===== src/acfl_pkg.sv =====
// Shared types and constants for the actuator fade and lockout block.
// Used by every module under src; depends on nothing.
package acfl_pkg;

    localparam int CLOCK_BITS_DEF = 17;

    localparam int LEVEL_W    = 8;
    localparam int TARGET_W   = 8;
    localparam int DURATION_W = 16;
    localparam int DRIVE_W    = 12;
    localparam int Q_W        = 16;
    localparam int MAX_ON_W   = 16;
    localparam int MIN_OFF_W  = 16;
    localparam int MAX_LVL_W  = 8;
    localparam int SCALE_W    = 12;
    localparam int FINE_SHIFT = 4;

    localparam int DIV_W     = 32;
    localparam int DIVISOR_W = 16;

    // (x + 1) * DRIVE_RECIP >> RCP_SHIFT equals x / 255 for every x below 2**24.
    localparam int               DRIVE_X_W   = 21;
    localparam int               RCP_W       = 17;
    localparam int               RCP_SHIFT   = 24;
    localparam logic [RCP_W-1:0] DRIVE_RECIP = 17'h10101;

    localparam int S_TDATA_W  = 24;
    localparam int S_TUSER_W  = 1;
    localparam int M_TDATA_W  = 24;
    localparam int APB_ADDR_W = 4;
    localparam int APB_DATA_W = 32;

    localparam logic [1:0] REG_MAX_ON     = 2'd0;
    localparam logic [1:0] REG_MIN_OFF    = 2'd1;
    localparam logic [1:0] REG_MAX_LEVEL  = 2'd2;
    localparam logic [1:0] REG_FINE_SCALE = 2'd3;

    localparam logic [MAX_ON_W-1:0]  MAX_ON_RST    = 16'd2000;
    localparam logic [MIN_OFF_W-1:0] MIN_OFF_RST   = 16'd8000;
    localparam logic [MAX_LVL_W-1:0] MAX_LEVEL_RST = 8'd255;
    localparam logic                 FINE_RST      = 1'b0;

    typedef struct packed {
        logic load_in;
        logic cmd_store;
        logic tick_update;
        logic fade_mul;
        logic div_start;
        logic fade_commit;
        logic drive_mul;
        logic out_load;
    } acfl_cmd_t;

    typedef struct packed {
        logic is_cmd;
        logic need_div;
        logic div_done;
        logic out_busy;
    } acfl_status_t;

endpackage


===== src/acfl_div.sv =====
// Restoring divider, one quotient bit per cycle.
// Depends on acfl_pkg for its default widths.
module acfl_div #(
    parameter int DIV_W     = acfl_pkg::DIV_W,
    parameter int DIVISOR_W = acfl_pkg::DIVISOR_W
) (
    input  logic                 clk,
    input  logic                 rst_n,
    input  logic                 start,
    input  logic [DIV_W-1:0]     dividend,
    input  logic [DIVISOR_W-1:0] divisor,
    output logic                 done,
    output logic [DIV_W-1:0]     quotient
);

    localparam int CNT_W = $clog2(DIV_W);

    logic                 busy_reg;
    logic                 done_reg;
    logic [CNT_W-1:0]     cnt_reg;
    logic [DIV_W-1:0]     quo_reg;
    logic [DIVISOR_W-1:0] rem_reg;
    logic [DIVISOR_W-1:0] dsr_reg;
    logic [DIVISOR_W:0]   trial;
    logic                 fits;
    logic                 last;

    assign trial = {rem_reg, quo_reg[DIV_W-1]};
    assign fits  = trial >= {1'b0, dsr_reg};
    assign last  = cnt_reg == CNT_W'(DIV_W - 1);

    always_ff @(posedge clk or negedge rst_n)
    begin
        if (!rst_n)
        begin
            busy_reg <= 1'b0;
            done_reg <= 1'b0;
            cnt_reg  <= '0;
        end
        else
        begin
            done_reg <= busy_reg && last;
            if (start)
            begin
                busy_reg <= 1'b1;
                cnt_reg  <= '0;
            end
            else if (busy_reg)
            begin
                cnt_reg <= cnt_reg + 1'b1;
                if (last)
                begin
                    busy_reg <= 1'b0;
                end
            end
        end
    end

    always_ff @(posedge clk)
    begin
        if (start)
        begin
            quo_reg <= dividend;
            rem_reg <= '0;
            dsr_reg <= divisor;
        end
        else if (busy_reg)
        begin
            quo_reg <= {quo_reg[DIV_W-2:0], fits};
            rem_reg <= fits ? DIVISOR_W'(trial - {1'b0, dsr_reg}) : trial[DIVISOR_W-1:0];
        end
    end

    assign done     = done_reg;
    assign quotient = quo_reg;

endmodule


===== src/acfl_dp.sv =====
// Datapath: level and counter state, fade and drive arithmetic, output register.
// Depends on acfl_pkg and acfl_div.
module acfl_dp #(
    parameter int CLOCK_BITS = acfl_pkg::CLOCK_BITS_DEF
) (
    input  logic                                clk,
    input  logic                                rst_n,
    input  acfl_pkg::acfl_cmd_t                 cmd,
    output acfl_pkg::acfl_status_t              status,
    input  logic [acfl_pkg::S_TDATA_W-1:0]      s_tdata,
    input  logic [acfl_pkg::S_TUSER_W-1:0]      s_tuser,
    input  logic [acfl_pkg::MAX_ON_W-1:0]       max_on,
    input  logic [acfl_pkg::MIN_OFF_W-1:0]      min_off,
    input  logic [acfl_pkg::MAX_LVL_W-1:0]      max_level,
    input  logic                                fine_scale,
    output logic                                m_tvalid,
    input  logic                                m_tready,
    output logic [acfl_pkg::M_TDATA_W-1:0]      m_tdata
);

    localparam int Q_W   = acfl_pkg::Q_W;
    localparam int CB_W  = CLOCK_BITS;
    localparam int DX_W  = acfl_pkg::DRIVE_X_W;
    localparam int RCP_W = acfl_pkg::RCP_W;

    logic                              action_reg;
    logic [acfl_pkg::TARGET_W-1:0]     target_reg;
    logic [acfl_pkg::DURATION_W-1:0]   duration_reg;

    logic [Q_W-1:0]                    level_q_reg, level_q_next;
    logic [Q_W-1:0]                    start_q_reg, start_q_next;
    logic [acfl_pkg::TARGET_W-1:0]     goal_reg, goal_next;
    logic [acfl_pkg::DURATION_W-1:0]   span_reg, span_next;
    logic [CB_W-1:0]                   fade_reg, fade_next;
    logic [CB_W-1:0]                   on_reg, on_next;
    logic [CB_W-1:0]                   off_reg, off_next;
    logic                              lock_reg, lock_next;
    logic                              neg_reg;
    logic [acfl_pkg::DIV_W-1:0]        prod_reg;

    logic                              out_valid_reg, out_valid_next;
    logic [acfl_pkg::LEVEL_W-1:0]      out_level_reg;
    logic [acfl_pkg::DRIVE_W-1:0]      out_drive_reg;
    logic                              out_locked_reg;

    logic [CB_W-1:0]                   fade_bump, on_bump, off_bump;
    logic                              on_over, off_over, need_div;
    logic [Q_W-1:0]                    goal_q, diff_mag, fade_level, commit_level;
    logic                              diff_neg;
    logic [acfl_pkg::DIV_W-1:0]        fade_prod, drive_prod;
    logic [acfl_pkg::SCALE_W-1:0]      scale_m;
    logic [DX_W-1:0]                   drive_x;
    logic [DX_W+RCP_W-1:0]             drive_rcp;
    logic [acfl_pkg::DIVISOR_W-1:0]    div_divisor;
    logic [acfl_pkg::DIV_W-1:0]        quotient;
    logic                              div_done;

    assign fade_bump = (fade_reg == '1) ? fade_reg : fade_reg + 1'b1;
    assign on_bump   = (on_reg == '1) ? on_reg : on_reg + 1'b1;
    assign off_bump  = (off_reg == '1) ? off_reg : off_reg + 1'b1;
    assign on_over   = on_bump > {{(CB_W - acfl_pkg::MAX_ON_W){1'b0}}, max_on};
    assign off_over  = off_bump > {{(CB_W - acfl_pkg::MIN_OFF_W){1'b0}}, min_off};
    assign need_div  = !lock_reg
                    && ({{(CB_W - acfl_pkg::DURATION_W){1'b0}}, span_reg} > fade_reg);

    assign goal_q     = {goal_reg, 8'h00};
    assign diff_neg   = start_q_reg > goal_q;
    assign diff_mag   = diff_neg ? start_q_reg - goal_q : goal_q - start_q_reg;
    assign fade_prod  = {16'h0000, diff_mag} * {16'h0000, fade_reg[Q_W-1:0]};
    assign fade_level = neg_reg ? start_q_reg - quotient[Q_W-1:0]
                                : start_q_reg + quotient[Q_W-1:0];
    assign commit_level = lock_reg ? level_q_reg : (need_div ? fade_level : goal_q);

    assign scale_m    = fine_scale ? {max_level, {acfl_pkg::FINE_SHIFT{1'b0}}}
                                   : {{acfl_pkg::FINE_SHIFT{1'b0}}, max_level};
    assign drive_prod = {24'h000000, level_q_reg[Q_W-1:8]} * {20'h00000, scale_m};
    assign drive_x    = {1'b0, prod_reg[DX_W-2:0]} + {{(DX_W - 1){1'b0}}, 1'b1};
    assign drive_rcp  = {{RCP_W{1'b0}}, drive_x} * {{DX_W{1'b0}}, acfl_pkg::DRIVE_RECIP};
    assign div_divisor = span_reg;

    acfl_div #(
        .DIV_W     (acfl_pkg::DIV_W),
        .DIVISOR_W (acfl_pkg::DIVISOR_W)
    ) u_div (
        .clk      (clk),
        .rst_n    (rst_n),
        .start    (cmd.div_start),
        .dividend (prod_reg),
        .divisor  (div_divisor),
        .done     (div_done),
        .quotient (quotient)
    );

    always_comb
    begin
        level_q_next = level_q_reg;
        start_q_next = start_q_reg;
        goal_next    = goal_reg;
        span_next    = span_reg;
        fade_next    = fade_reg;
        on_next      = on_reg;
        off_next     = off_reg;
        lock_next    = lock_reg;
        if (cmd.cmd_store)
        begin
            goal_next    = target_reg;
            span_next    = duration_reg;
            start_q_next = level_q_reg;
            fade_next    = '0;
        end
        if (cmd.tick_update)
        begin
            fade_next = fade_bump;
            on_next   = on_bump;
            if (on_over)
            begin
                level_q_next = '0;
                off_next     = '0;
                lock_next    = 1'b1;
            end
            else
            begin
                off_next = off_bump;
                if (lock_reg && off_over)
                begin
                    lock_next = 1'b0;
                end
            end
        end
        if (cmd.fade_commit)
        begin
            level_q_next = commit_level;
            if (commit_level == '0)
            begin
                on_next = '0;
            end
        end
    end

    assign out_valid_next = cmd.out_load ? 1'b1 : (m_tready ? 1'b0 : out_valid_reg);

    always_ff @(posedge clk or negedge rst_n)
    begin
        if (!rst_n)
        begin
            level_q_reg   <= '0;
            start_q_reg   <= '0;
            goal_reg      <= '0;
            span_reg      <= '0;
            fade_reg      <= '0;
            on_reg        <= '0;
            off_reg       <= '0;
            lock_reg      <= 1'b0;
            out_valid_reg <= 1'b0;
        end
        else
        begin
            level_q_reg   <= level_q_next;
            start_q_reg   <= start_q_next;
            goal_reg      <= goal_next;
            span_reg      <= span_next;
            fade_reg      <= fade_next;
            on_reg        <= on_next;
            off_reg       <= off_next;
            lock_reg      <= lock_next;
            out_valid_reg <= out_valid_next;
        end
    end

    always_ff @(posedge clk)
    begin
        if (cmd.load_in)
        begin
            action_reg   <= s_tuser[0];
            target_reg   <= s_tdata[7:0];
            duration_reg <= s_tdata[23:8];
        end
        if (cmd.fade_mul)
        begin
            prod_reg <= fade_prod;
            neg_reg  <= diff_neg;
        end
        else if (cmd.drive_mul)
        begin
            prod_reg <= drive_prod;
        end
        if (cmd.out_load)
        begin
            out_level_reg  <= level_q_reg[Q_W-1:8];
            out_drive_reg  <= drive_rcp[acfl_pkg::RCP_SHIFT +: acfl_pkg::DRIVE_W];
            out_locked_reg <= lock_reg;
        end
    end

    assign status.is_cmd   = action_reg;
    assign status.need_div = need_div;
    assign status.div_done = div_done;
    assign status.out_busy = out_valid_reg && !m_tready;

    assign m_tvalid = out_valid_reg;
    assign m_tdata  = {3'b000, out_locked_reg, out_drive_reg, out_level_reg};

endmodule


===== src/acfl_ctrl.sv =====
// Controller state machine that sequences one item through the datapath.
// Depends on acfl_pkg for the command and status structs.
module acfl_ctrl (
    input  logic                   clk,
    input  logic                   rst_n,
    input  logic                   s_tvalid,
    output logic                   s_tready,
    input  acfl_pkg::acfl_status_t status,
    output acfl_pkg::acfl_cmd_t    cmd
);

    typedef enum logic [3:0] {
        ST_IDLE,
        ST_UPDATE,
        ST_DECIDE,
        ST_FADE_MUL,
        ST_FADE_GO,
        ST_FADE_WAIT,
        ST_COMMIT,
        ST_DRIVE_MUL,
        ST_FINISH
    } state_t;

    state_t state_reg, state_next;

    always_comb
    begin
        state_next = state_reg;
        cmd        = '0;
        s_tready   = 1'b0;
        case (state_reg)
            ST_IDLE:
            begin
                s_tready = 1'b1;
                if (s_tvalid)
                begin
                    cmd.load_in = 1'b1;
                    state_next  = ST_UPDATE;
                end
            end
            ST_UPDATE:
            begin
                if (status.is_cmd)
                begin
                    cmd.cmd_store = 1'b1;
                    state_next    = ST_DRIVE_MUL;
                end
                else
                begin
                    cmd.tick_update = 1'b1;
                    state_next      = ST_DECIDE;
                end
            end
            ST_DECIDE:
            begin
                state_next = status.need_div ? ST_FADE_MUL : ST_COMMIT;
            end
            ST_FADE_MUL:
            begin
                cmd.fade_mul = 1'b1;
                state_next   = ST_FADE_GO;
            end
            ST_FADE_GO:
            begin
                cmd.div_start = 1'b1;
                state_next    = ST_FADE_WAIT;
            end
            ST_FADE_WAIT:
            begin
                if (status.div_done)
                begin
                    state_next = ST_COMMIT;
                end
            end
            ST_COMMIT:
            begin
                cmd.fade_commit = 1'b1;
                state_next      = ST_DRIVE_MUL;
            end
            ST_DRIVE_MUL:
            begin
                cmd.drive_mul = 1'b1;
                state_next    = ST_FINISH;
            end
            ST_FINISH:
            begin
                if (!status.out_busy)
                begin
                    cmd.out_load = 1'b1;
                    state_next   = ST_IDLE;
                end
            end
            default:
            begin
                state_next = ST_IDLE;
            end
        endcase
    end

    always_ff @(posedge clk or negedge rst_n)
    begin
        if (!rst_n)
        begin
            state_reg <= ST_IDLE;
        end
        else
        begin
            state_reg <= state_next;
        end
    end

endmodule


===== src/actuator_fade_with_lockout.sv =====
// Top level of the actuator fade and lockout block: register file and wiring.
// Depends on acfl_pkg, acfl_ctrl, acfl_dp and acfl_div.
//
//   channel  signals                          direction  carries
//   config   psel penable pwrite paddr ...    in/out     four registers at 0x0..0xC
//   s        s_tvalid s_tready s_tdata s_tuser in        one tick or fade command
//   m        m_tvalid m_tready m_tdata        out        level, drive, lockout flag
//
// A fade command passes the update, drive multiply and finish states; a tick without an
// active fade also passes decide and commit, and a tick during a fade adds the fade
// multiply and divide, on the radix-2 divider. The drive uses a reciprocal multiply.
// Reset clears all level, counter and lockout state; no clearing pass follows.
// A finished result waits in the output register while the next item is taken;
// a result that is ready while that register is still full stalls the block.
module actuator_fade_with_lockout #(
    parameter int CLOCK_BITS = acfl_pkg::CLOCK_BITS_DEF
) (
    input  logic                              clk,
    input  logic                              rst_n,
    input  logic                              psel,
    input  logic                              penable,
    input  logic                              pwrite,
    input  logic [acfl_pkg::APB_ADDR_W-1:0]   paddr,
    input  logic [acfl_pkg::APB_DATA_W-1:0]   pwdata,
    output logic [acfl_pkg::APB_DATA_W-1:0]   prdata,
    output logic                              pready,
    input  logic                              s_tvalid,
    output logic                              s_tready,
    // Fields from bit 0: target[7:0], duration[23:8].
    input  logic [acfl_pkg::S_TDATA_W-1:0]    s_tdata,
    // Fields from bit 0: action[0].
    input  logic [acfl_pkg::S_TUSER_W-1:0]    s_tuser,
    output logic                              m_tvalid,
    input  logic                              m_tready,
    // Fields from bit 0: level[7:0], drive[19:8], locked[20], zero fill.
    output logic [acfl_pkg::M_TDATA_W-1:0]    m_tdata
);

    logic [acfl_pkg::MAX_ON_W-1:0]  max_on_reg;
    logic [acfl_pkg::MIN_OFF_W-1:0] min_off_reg;
    logic [acfl_pkg::MAX_LVL_W-1:0] max_level_reg;
    logic                           fine_reg;
    logic                           wr_en;
    logic [1:0]                     reg_idx;

    acfl_pkg::acfl_cmd_t    cmd;
    acfl_pkg::acfl_status_t status;

    assign pready  = 1'b1;
    assign wr_en   = psel && penable && pwrite && pready;
    assign reg_idx = paddr[3:2];

    always_ff @(posedge clk or negedge rst_n)
    begin
        if (!rst_n)
        begin
            max_on_reg    <= acfl_pkg::MAX_ON_RST;
            min_off_reg   <= acfl_pkg::MIN_OFF_RST;
            max_level_reg <= acfl_pkg::MAX_LEVEL_RST;
            fine_reg      <= acfl_pkg::FINE_RST;
        end
        else if (wr_en)
        begin
            case (reg_idx)
                acfl_pkg::REG_MAX_ON:     max_on_reg    <= pwdata[15:0];
                acfl_pkg::REG_MIN_OFF:    min_off_reg   <= pwdata[15:0];
                acfl_pkg::REG_MAX_LEVEL:  max_level_reg <= pwdata[7:0];
                acfl_pkg::REG_FINE_SCALE: fine_reg      <= pwdata[0];
                default:                  ;
            endcase
        end
    end

    always_comb
    begin
        case (reg_idx)
            acfl_pkg::REG_MAX_ON:     prdata = {16'h0000, max_on_reg};
            acfl_pkg::REG_MIN_OFF:    prdata = {16'h0000, min_off_reg};
            acfl_pkg::REG_MAX_LEVEL:  prdata = {24'h000000, max_level_reg};
            acfl_pkg::REG_FINE_SCALE: prdata = {31'h00000000, fine_reg};
            default:                  prdata = '0;
        endcase
    end

    acfl_ctrl u_ctrl (
        .clk      (clk),
        .rst_n    (rst_n),
        .s_tvalid (s_tvalid),
        .s_tready (s_tready),
        .status   (status),
        .cmd      (cmd)
    );

    acfl_dp #(
        .CLOCK_BITS (CLOCK_BITS)
    ) u_dp (
        .clk        (clk),
        .rst_n      (rst_n),
        .cmd        (cmd),
        .status     (status),
        .s_tdata    (s_tdata),
        .s_tuser    (s_tuser),
        .max_on     (max_on_reg),
        .min_off    (min_off_reg),
        .max_level  (max_level_reg),
        .fine_scale (fine_reg),
        .m_tvalid   (m_tvalid),
        .m_tready   (m_tready),
        .m_tdata    (m_tdata)
    );

endmodule


===== config.mk =====
export PLATFORM = sky130hd
export DESIGN_NAME = actuator_fade_with_lockout
export DESIGN_NICKNAME = d
export VERILOG_FILES = /design/src/acfl_pkg.sv /design/src/acfl_div.sv /design/src/acfl_dp.sv /design/src/acfl_ctrl.sv /design/src/actuator_fade_with_lockout.sv
export SDC_FILE = /design/constraint.sdc
export NUM_CORES = 2
export LEC_CHECK = 0
export ABC_AREA = 1
export BUFFER_PORTS_ARGS = -buffer_cell sky130_fd_sc_hd__buf_2
export CAP_MARGIN = 30
export CORE_ASPECT_RATIO = 0.75
export CORE_MARGIN = 5
export CORE_UTILIZATION = 35
export CTS_CLUSTER_SIZE = 20
export DETAILED_ROUTE_END_ITERATION = 10
export GPL_ROUTABILITY_DRIVEN = 0
export SETUP_SLACK_MARGIN = 0.1
export SYNTH_ARGS = -nofsm -noshare
export SYNTH_HDL_FRONTEND = slang
export SYNTH_SLANG_ARGS = --single-unit

===== constraint.sdc =====
create_clock -name clk -period 8.45 [get_ports clk]
set_clock_uncertainty 0.2 [all_clocks]
set_input_delay 0 -clock clk [delete_from_list [all_inputs] [get_ports clk]]
set_output_delay 0 -clock clk [all_outputs]
set_load 0.02 [all_outputs]

**Word-level counts from Yosys, hierarchy flattened**

Index checks and enable logic that the tools add are counted.
Widths: inputs -> output; s select.

- Register bits: 304
- Output and inout bits: 59
- Logic and storage cells: 141

- $add $sub $neg: 10
- $mul: 3
- Magnitude comparators: 5
- Eq/ne operators: 19
- Muxes and demuxes: 50
- Reduce and logical (&&, ||, !) cells: 26

Operator list:

| operator | count |
|---|---|
| $mux 17 | 9 |
| $mux 16 | 8 |
| $mux 32 | 4 |
| $pmux 32 s4 | 1 |
| $sub 16x16->16 | 4 |
| $add 17x1->17 const B | 3 |
| $eq 17x17->1 const B | 3 |
| $mul 21x17->36 const B | 1 |
| $pmux 4 s9 | 1 |
| $gt 17x16->1 | 2 |
| $mul 16x16->32 | 1 |
| $add 20x1->21 const B | 1 |
| $mul 8x12->20 | 1 |
| $mux 1 | 18 |
| $ge 17x16->1 | 1 |
| $gt 16x17->1 | 1 |
| $add 16x16->16 | 1 |
| $eq 4x3->1 const B | 4 |
| $gt 16x16->1 | 1 |
| $logic_not 16->1 | 1 |
| $reduce_and 2->1 | 7 |
| $reduce_bool 2->1 | 7 |
| $mux 12 | 1 |
| $mux 4 | 3 |
| 17 further kinds | 29 |

**Depth between registers and ports, before layout**

- Depth after elaboration: 7
- Depth in mapped cells: 43
- Mapped depth without buffers: 41

**Modules after synthesis**

Synthesis repeated with hierarchy kept, for this count alone.

- Cell total of the unflattened synthesis: 4112
- Area, all modules: 31846.8 sq um

Modules (own cells, without submodules):

| module | times used | cells each | area an instance (sq um) |
|---|---|---|---|
| acfl_dp | 1 | 3288 | 25476.9 |
| acfl_div | 1 | 510 | 4001.3 |
| actuator_fade_with_lockout | 1 | 266 | 2050.7 |
| acfl_ctrl | 1 | 48 | 317.8 |

**Worst setup path after synthesis**

OpenSTA, ideal clock, no wires.

- Path kind: reg2reg
- From: register u_dp.start_q_reg[0]
- To: register u_dp.prod_reg[25] (netlist name) (data pin)
- Setup time: 0.253 ns
- Data arrival time: 6.783 ns
- Data required time: 7.997 ns
- Path slack: 1.215 ns
- Stages on the path, launching flop included: 37
- Clock period less this slack: 7.235 ns
- Cells stage by stage: dfrtp_1 -> buf_2 -> inv_1 -> ha_1 -> inv_1 -> nor2_2 -> nand2_2 -> nor3_2 -> nand2_1 -> nor2_2 -> nand2_1 -> nand2_4 -> inv_4 -> buf_6 -> or2_1 -> o21ai_2 -> buf_6 -> nand2_1 -> fa_1 -> fa_1 -> fa_1 -> inv_1 -> fa_1 -> fa_1 -> inv_1 -> fa_1 -> inv_1 -> ha_1 -> a21oi_1 -> inv_1 -> a31oi_1 -> nand2_1 -> a21boi_0 -> o21ai_0 -> a21o_1 -> nor2_1 -> nor2_1

- Cells in the longest elaborated chain, start to end: 4

Ends and longest elaborated chain:

| item | RTL line | source |
|---|---|---|
| from (decl) | acfl_dp.sv:31 | `logic [Q_W-1:0] start_q_reg, start_q_next;` |
| from (signal assigned) | acfl_dp.sv:159 | `start_q_reg <= start_q_next;` |
| $gt 16x16->1 | acfl_dp.sv:67 | `assign diff_neg = start_q_reg > goal_q;` |
| net u_dp.diff_neg | acfl_dp.sv:49 | `logic diff_neg;` |
| $mux 16 | acfl_dp.sv:68 | `assign diff_mag = diff_neg ? start_q_reg - goal_q : goal_q - start_q_reg;` |
| $mul 16x16->32 | acfl_dp.sv:69 | `assign fade_prod = {16'h0000, diff_mag} * {16'h0000, fade_reg[Q_W-1:0]};` |
| $mux 32 | acfl_dp.sv:178 | `if (cmd.fade_mul)` |
| to (signal assigned) | acfl_dp.sv:180 | `prod_reg <= fade_prod;` |
| to (signal assigned) | acfl_dp.sv:185 | `prod_reg <= drive_prod;` |
| to (decl) | acfl_dp.sv:39 | `logic [acfl_pkg::DIV_W-1:0] prod_reg;` |

The timed path passes the listed nets, and every way through them passes these cells.
A chain may end at the register's enable or synchronous reset.

**Worst setup path in the final report**

- From: register u_dp.start_q_reg[11]
- To: register u_dp.prod_reg[31] (netlist name) (data pin)

- Cells in the longest elaborated chain, start to end: 4

Ends and longest elaborated chain:

| item | RTL line |
|---|---|
| $sub 16x16->16 / $gt 16x16->1 (equally long branches) | acfl_dp.sv:68, acfl_dp.sv:67 |
| $mux 16 * | acfl_dp.sv:68 |
| $mul 16x16->32 * | acfl_dp.sv:69 |
| $mux 32 * | acfl_dp.sv:178 |

Every way passes the cells marked *; elsewhere a longest branch is shown, timed or not.

==> impl_results.html <==
<table>
<tr><th>Metric</th><th>Value</th></tr>
<tr><th colspan="2">Clock tree</th></tr>
<tr><td>Total number of H-tree levels</td><td>2</td></tr>
<tr><td>Num Clock Sinks</td><td>304</td></tr>
<tr><td>Clock Pin Slew Worst Setup and Hold Paths</td><td>0.06 ns</td></tr>
<tr><td>Number of buffers inserted during clock tree synthesis</td><td>39</td></tr>
<tr><td>TritonCTS clock tree</td><td>done</td></tr>
<tr><td>Maximum root-to-sink buffer count</td><td>3</td></tr>
<tr><td>Clock latency reported for the late side of the worst-skew pair</td><td>0.60 ns</td></tr>
<tr><td>CTS Root Cell</td><td>sky130_fd_sc_hd__clkbuf_16</td></tr>
<tr><th colspan="2">GRT</th></tr>
<tr><td>Global router's overall resource usage</td><td>18.5%</td></tr>
<tr><td>Global-route met3 utilization</td><td>4.07%</td></tr>
<tr><td>Busiest metal layer after global routing</td><td>met1</td></tr>
<tr><td>GRT met1 Usage</td><td>29.0%</td></tr>
<tr><td>Largest net degree at the start of global routing</td><td>72</td></tr>
<tr><td>Via count of the first global-routing pass</td><td>24600</td></tr>
<tr><td>First-pass GRT wire length</td><td>139 mm</td></tr>
<tr><td>GR Layer Usage met2</td><td>26.1%</td></tr>
<tr><td>Total global routing overflow</td><td>0</td></tr>
<tr><td>Number of antenna violations at the first check in global routing</td><td>3</td></tr>
<tr><th colspan="2">Setup path</th></tr>
<tr><td>Setup crit end kind</td><td>flip-flop</td></tr>
<tr><td>Critical path start-end classification</td><td>reg -&gt; reg</td></tr>
<tr><td>R2r worst-path depth</td><td>33</td></tr>
<tr><td>Register-to-register setup slack</td><td>0.56 ns</td></tr>
<tr><td>Largest fanout on the critical path</td><td>12</td></tr>
<tr><td>Endpoint of the worst setup timing path</td><td>u_dp.prod_reg[31]$_SDFFCE_PN0P_</td></tr>
<tr><td>Type of origin of the critical path</td><td>flip-flop</td></tr>
<tr><td>Endpoint arrival time on the critical path</td><td>8.01 ns</td></tr>
<tr><td>Data required, critical path</td><td>8.58 ns</td></tr>
<tr><td>Launch instance of the worst register-to-register path</td><td>u_dp.start_q_reg[11]$_DFFE_PN0P_</td></tr>
<tr><td>Library cell appearing most often on the critical path</td><td>sky130_fd_sc_hd__nand2_1</td></tr>
<tr><td>Reg-to-reg endpoint</td><td>u_dp.prod_reg[31]$_SDFFCE_PN0P_</td></tr>
<tr><td>Cell at the slowest stage of the critical path</td><td>sky130_fd_sc_hd__fa_1</td></tr>
<tr><td>Slowest Stage Delay on Critical Path</td><td>0.55 ns</td></tr>
<tr><td>Critical path origin</td><td>u_dp.start_q_reg[11]$_DFFE_PN0P_</td></tr>
<tr><th colspan="2">STA</th></tr>
<tr><td>Transition time at the pin with the least slew margin</td><td>0.984 ns</td></tr>
<tr><td>Worst hold margin</td><td>-0.0674 ns</td></tr>
<tr><td>Hold Fails Final Rpt</td><td>5</td></tr>
<tr><td>Highest achievable clock rate</td><td>127 MHz</td></tr>
<tr><td>Fraction of the cycle the final worst path needs</td><td>93.3%</td></tr>
<tr><td>Max transition margin</td><td>34.2%</td></tr>
<tr><td>RSZ-0062 raised after global routing</td><td>false</td></tr>
<tr><td>Total count of max-transition violations in the final report</td><td>0</td></tr>
<tr><td>Fin Setup TNS</td><td>0 ns</td></tr>
<tr><td>Final Setup Violations</td><td>0</td></tr>
<tr><td>Post-layout minimum cycle time</td><td>7.89 ns</td></tr>
<tr><th colspan="2">Final layout</th></tr>
<tr><td>Core utilization of the finished layout</td><td>39.7%</td></tr>
<tr><td>Number of nets at the end of the flow</td><td>4680</td></tr>
<tr><td>Area taken by flip-flops and latches</td><td>8190 sq um</td></tr>
<tr><td>Area used by multi-input combinational logic</td><td>19500 sq um</td></tr>
<tr><td>Layout cell share with drive strength beyond 1</td><td>6.92%</td></tr>
<tr><td>Fill cell instance count of the final layout</td><td>9016</td></tr>
<tr><td>Area added between synthesis and finish</td><td>13.0%</td></tr>
<tr><th colspan="2">Floorplan</th></tr>
<tr><td>Effective utilization at floorplan</td><td>35.2%</td></tr>
<tr><td>Number of core rows</td><td>94</td></tr>
<tr><td>Standard cell core area</td><td>87500 sq um</td></tr>
<tr><td>Ports placed on the boundary</td><td>127</td></tr>
<tr><td>Area of the die</td><td>94000 sq um</td></tr>
<tr><td>Die Wd</td><td>352 microns</td></tr>
<tr><td>Die height</td><td>267 microns</td></tr>
<tr><th colspan="2">Run status</th></tr>
<tr><td>Outcome</td><td>finished with violations</td></tr>
<tr><td>Violations in the final reports</td><td>hold timing</td></tr>
<tr><th colspan="2">Synthesis</th></tr>
<tr><td>Post-synthesis instance total</td><td>3867</td></tr>
<tr><td>Post-synth top flop</td><td>sky130_fd_sc_hd__dfrtp_1</td></tr>
<tr><td>Seq/Total Area, Yosys</td><td>26.6%</td></tr>
<tr><td>Netlist cell types</td><td>59</td></tr>
<tr><td>Summed instance area of the synthesized netlist</td><td>30800 sq um</td></tr>
<tr><td>EDFF count, synth</td><td>127</td></tr>
<tr><td>Async set or reset register ratio after synthesis</td><td>53.0%</td></tr>
<tr><td>Synthesized flop and latch total</td><td>304</td></tr>
<tr><td>Mean instance size in the synthesized netlist</td><td>7.96 sq um</td></tr>
<tr><td>Yosys synthesis warning count</td><td>0</td></tr>
<tr><th colspan="2">Power</th></tr>
<tr><td>Power density over the cells</td><td>374 nW/um^2</td></tr>
<tr><td>Max rail drop VDD</td><td>0.294 mV</td></tr>
<tr><td>Static leakage</td><td>17.7 nW</td></tr>
<tr><th colspan="2">Drt</th></tr>
<tr><td>Final wirelength</td><td>87.5 mm</td></tr>
<tr><td>Final routed wire length divided by cell count</td><td>16.8 microns</td></tr>
<tr><td>Detailed router's first-iteration violation count</td><td>2269</td></tr>
<tr><td>Via count</td><td>25800</td></tr>
<tr><td>Number of antenna-violating nets in the routed design</td><td>0</td></tr>
<tr><td>Remaining design rule violation count</td><td>0</td></tr>
<tr><td>1st-pass router iterations</td><td>6</td></tr>
<tr><td>Detail-routed via count per cell</td><td>4.95</td></tr>
<tr><th colspan="2">Run</th></tr>
<tr><td>Number of max-capacitance violations reported</td><td>0</td></tr>
<tr><th colspan="2">Placement</th></tr>
<tr><td>HPWL Detailed</td><td>69.5 mm</td></tr>
<tr><td>Number of buffers inserted by port buffering</td><td>88</td></tr>
<tr><th colspan="2">Min path</th></tr>
<tr><td>Class of the worst hold path</td><td>in -&gt; reg</td></tr>
</table>
stage by stage:
step	power [W]	instance area (sq um)	setup slack, ns	cells	hold slack, ns
CTS	0.0129	34700	0.274	5210	0.00844
detailed placement	0.0111	32500	0.336	5055	-0.229
floorplan	0.00838	30800	1.21	3885	-0.496
global placement	0.0110	32500	0.455	5053	-0.228
finish	0.0130	34700	0.564	5213	-0.0674
global route	0.0143	34700	0.0837	5212	0.00895
final cells by class:
| type | instances | area share, % |
|---|---|---|
| inverter | 716 | 7.76 |
| timing repair buffer | 214 | 4.70 |
| sequential | 304 | 23.6 |
| tap | 1152 | 4.15 |
| multi-input combinational | 2754 | 56.0 |
| clock buffer | 48 | 3.05 |
| antenna | 1 | 0.00720 |
| clock inverter | 24 | 0.727 |
cell usage in the layout, fill, tap and decap left out, types with 9 or more instances in the layout:
cell type	n
sky130_fd_sc_hd__o221ai_1	10
sky130_fd_sc_hd__nand2_2	9
sky130_fd_sc_hd__fa_1	262
sky130_fd_sc_hd__nand2_1	932
sky130_fd_sc_hd__dfxtp_1	16
sky130_fd_sc_hd__clkbuf_16	40
sky130_fd_sc_hd__dfrtp_1	141
sky130_fd_sc_hd__buf_4	40
sky130_fd_sc_hd__o211ai_1	9
sky130_fd_sc_hd__conb_1	20
sky130_fd_sc_hd__edfxtp_1	127
sky130_fd_sc_hd__ha_1	320
sky130_fd_sc_hd__o21ai_0	236
sky130_fd_sc_hd__dfstp_2	20
sky130_fd_sc_hd__inv_1	688
sky130_fd_sc_hd__nand3_1	102
sky130_fd_sc_hd__xnor2_1	30
sky130_fd_sc_hd__nand4_1	34
sky130_fd_sc_hd__a21oi_1	162
sky130_fd_sc_hd__o22ai_1	10
sky130_fd_sc_hd__a21o_1	12
sky130_fd_sc_hd__nor3_1	45
sky130_fd_sc_hd__nor2_1	349
sky130_fd_sc_hd__clkinv_1	17
sky130_fd_sc_hd__buf_2	87
sky130_fd_sc_hd__xor2_1	82
sky130_fd_sc_hd__dlygate4sd3_1	82
sky130_fd_sc_hd__inv_2	13
sky130_fd_sc_hd__nor4_1	13
power breakdown:
group	switching, W	internal, W	total, W
sequential	0.000475	0.00212	0.00259
clock	0.000721	0.000997	0.00172
combinational	0.00581	0.00289	0.00870
how the worst min path moves through the flow:
stage                     startpoint                       endpoint  cells past startpoint
after global routing            psel     min_off_reg[6]$_DFFE_PN1P_                      4
after CTS                  pwdata[6]      max_on_reg[6]$_DFFE_PN1P_                      4
final                           psel     min_off_reg[6]$_DFFE_PN1P_                      5
after detailed placement       rst_n  u_dp.fade_reg[15]$_DFFE_PN0P_                      1
after floorplan                rst_n           fine_reg$_DFFE_PN0P_                      0
after global placement         rst_n  u_dp.fade_reg[15]$_DFFE_PN0P_                      1
worst max-delay path: cells and delay by family (launching register included):
family	cells	cell delay, ns
AOI/OAI and AO/OA	2	0.35
adders and majority gates	8	3.81
buffers and inverters	9	0.97
DFF	1	0.41
and+or+nand+nor	14	1.84
metal layers:
metal | wire (microns) | part of all wire, %
met1 | 43500 | 50
met2 | 34800 | 40
met3 | 7820 | 8.9
met4 | 1380 | 1.6
met5 | 8 | 0.0091
what timing repair did:
item | 4_1_cts | 5_1_grt
hold buffers | 83 | 0
buffers inserted | 0 | 1
gates resized for setup | 0 | 18
setup endpoints to repair | 0 | 14
endpoints found under the hold margin | 192 | 0
cell families after synthesis:
group,Yosys count,synth area share [%]
AND/OR/NAND/NOR,1522,20.1
buffers and inverters,827,10.6
adder cells (fa/ha/maj),583,30.1
AO/OA/AOI/OAI,513,9.26
flip-flops,304,26.6
XOR/XNOR,113,3.24
multiplexers,3,0.0976
other,2,0.0244
cells in the mapped netlist (20+ instances only):
cell type                  count  area (sq um)
sky130_fd_sc_hd__a21oi_1     164           821
sky130_fd_sc_hd__dfrtp_1     141          3530
sky130_fd_sc_hd__nor2_1      354          1330
sky130_fd_sc_hd__clkbuf_1     71           267
sky130_fd_sc_hd__buf_4        25           188
sky130_fd_sc_hd__nand2_1     933          3500
sky130_fd_sc_hd__ha_1        321          4020
sky130_fd_sc_hd__o21ai_0     239          1200
sky130_fd_sc_hd__nand3_1     102           510
sky130_fd_sc_hd__nand4_1      34           213
sky130_fd_sc_hd__xnor2_1      30           263
sky130_fd_sc_hd__fa_1        262          5250
sky130_fd_sc_hd__edfxtp_1    127          3810
sky130_fd_sc_hd__inv_1       689          2590
sky130_fd_sc_hd__xor2_1       82           718
sky130_fd_sc_hd__nor3_1       46           230
sky130_fd_sc_hd__dfstp_2      20           526
(Power assumes the default switching activity.)
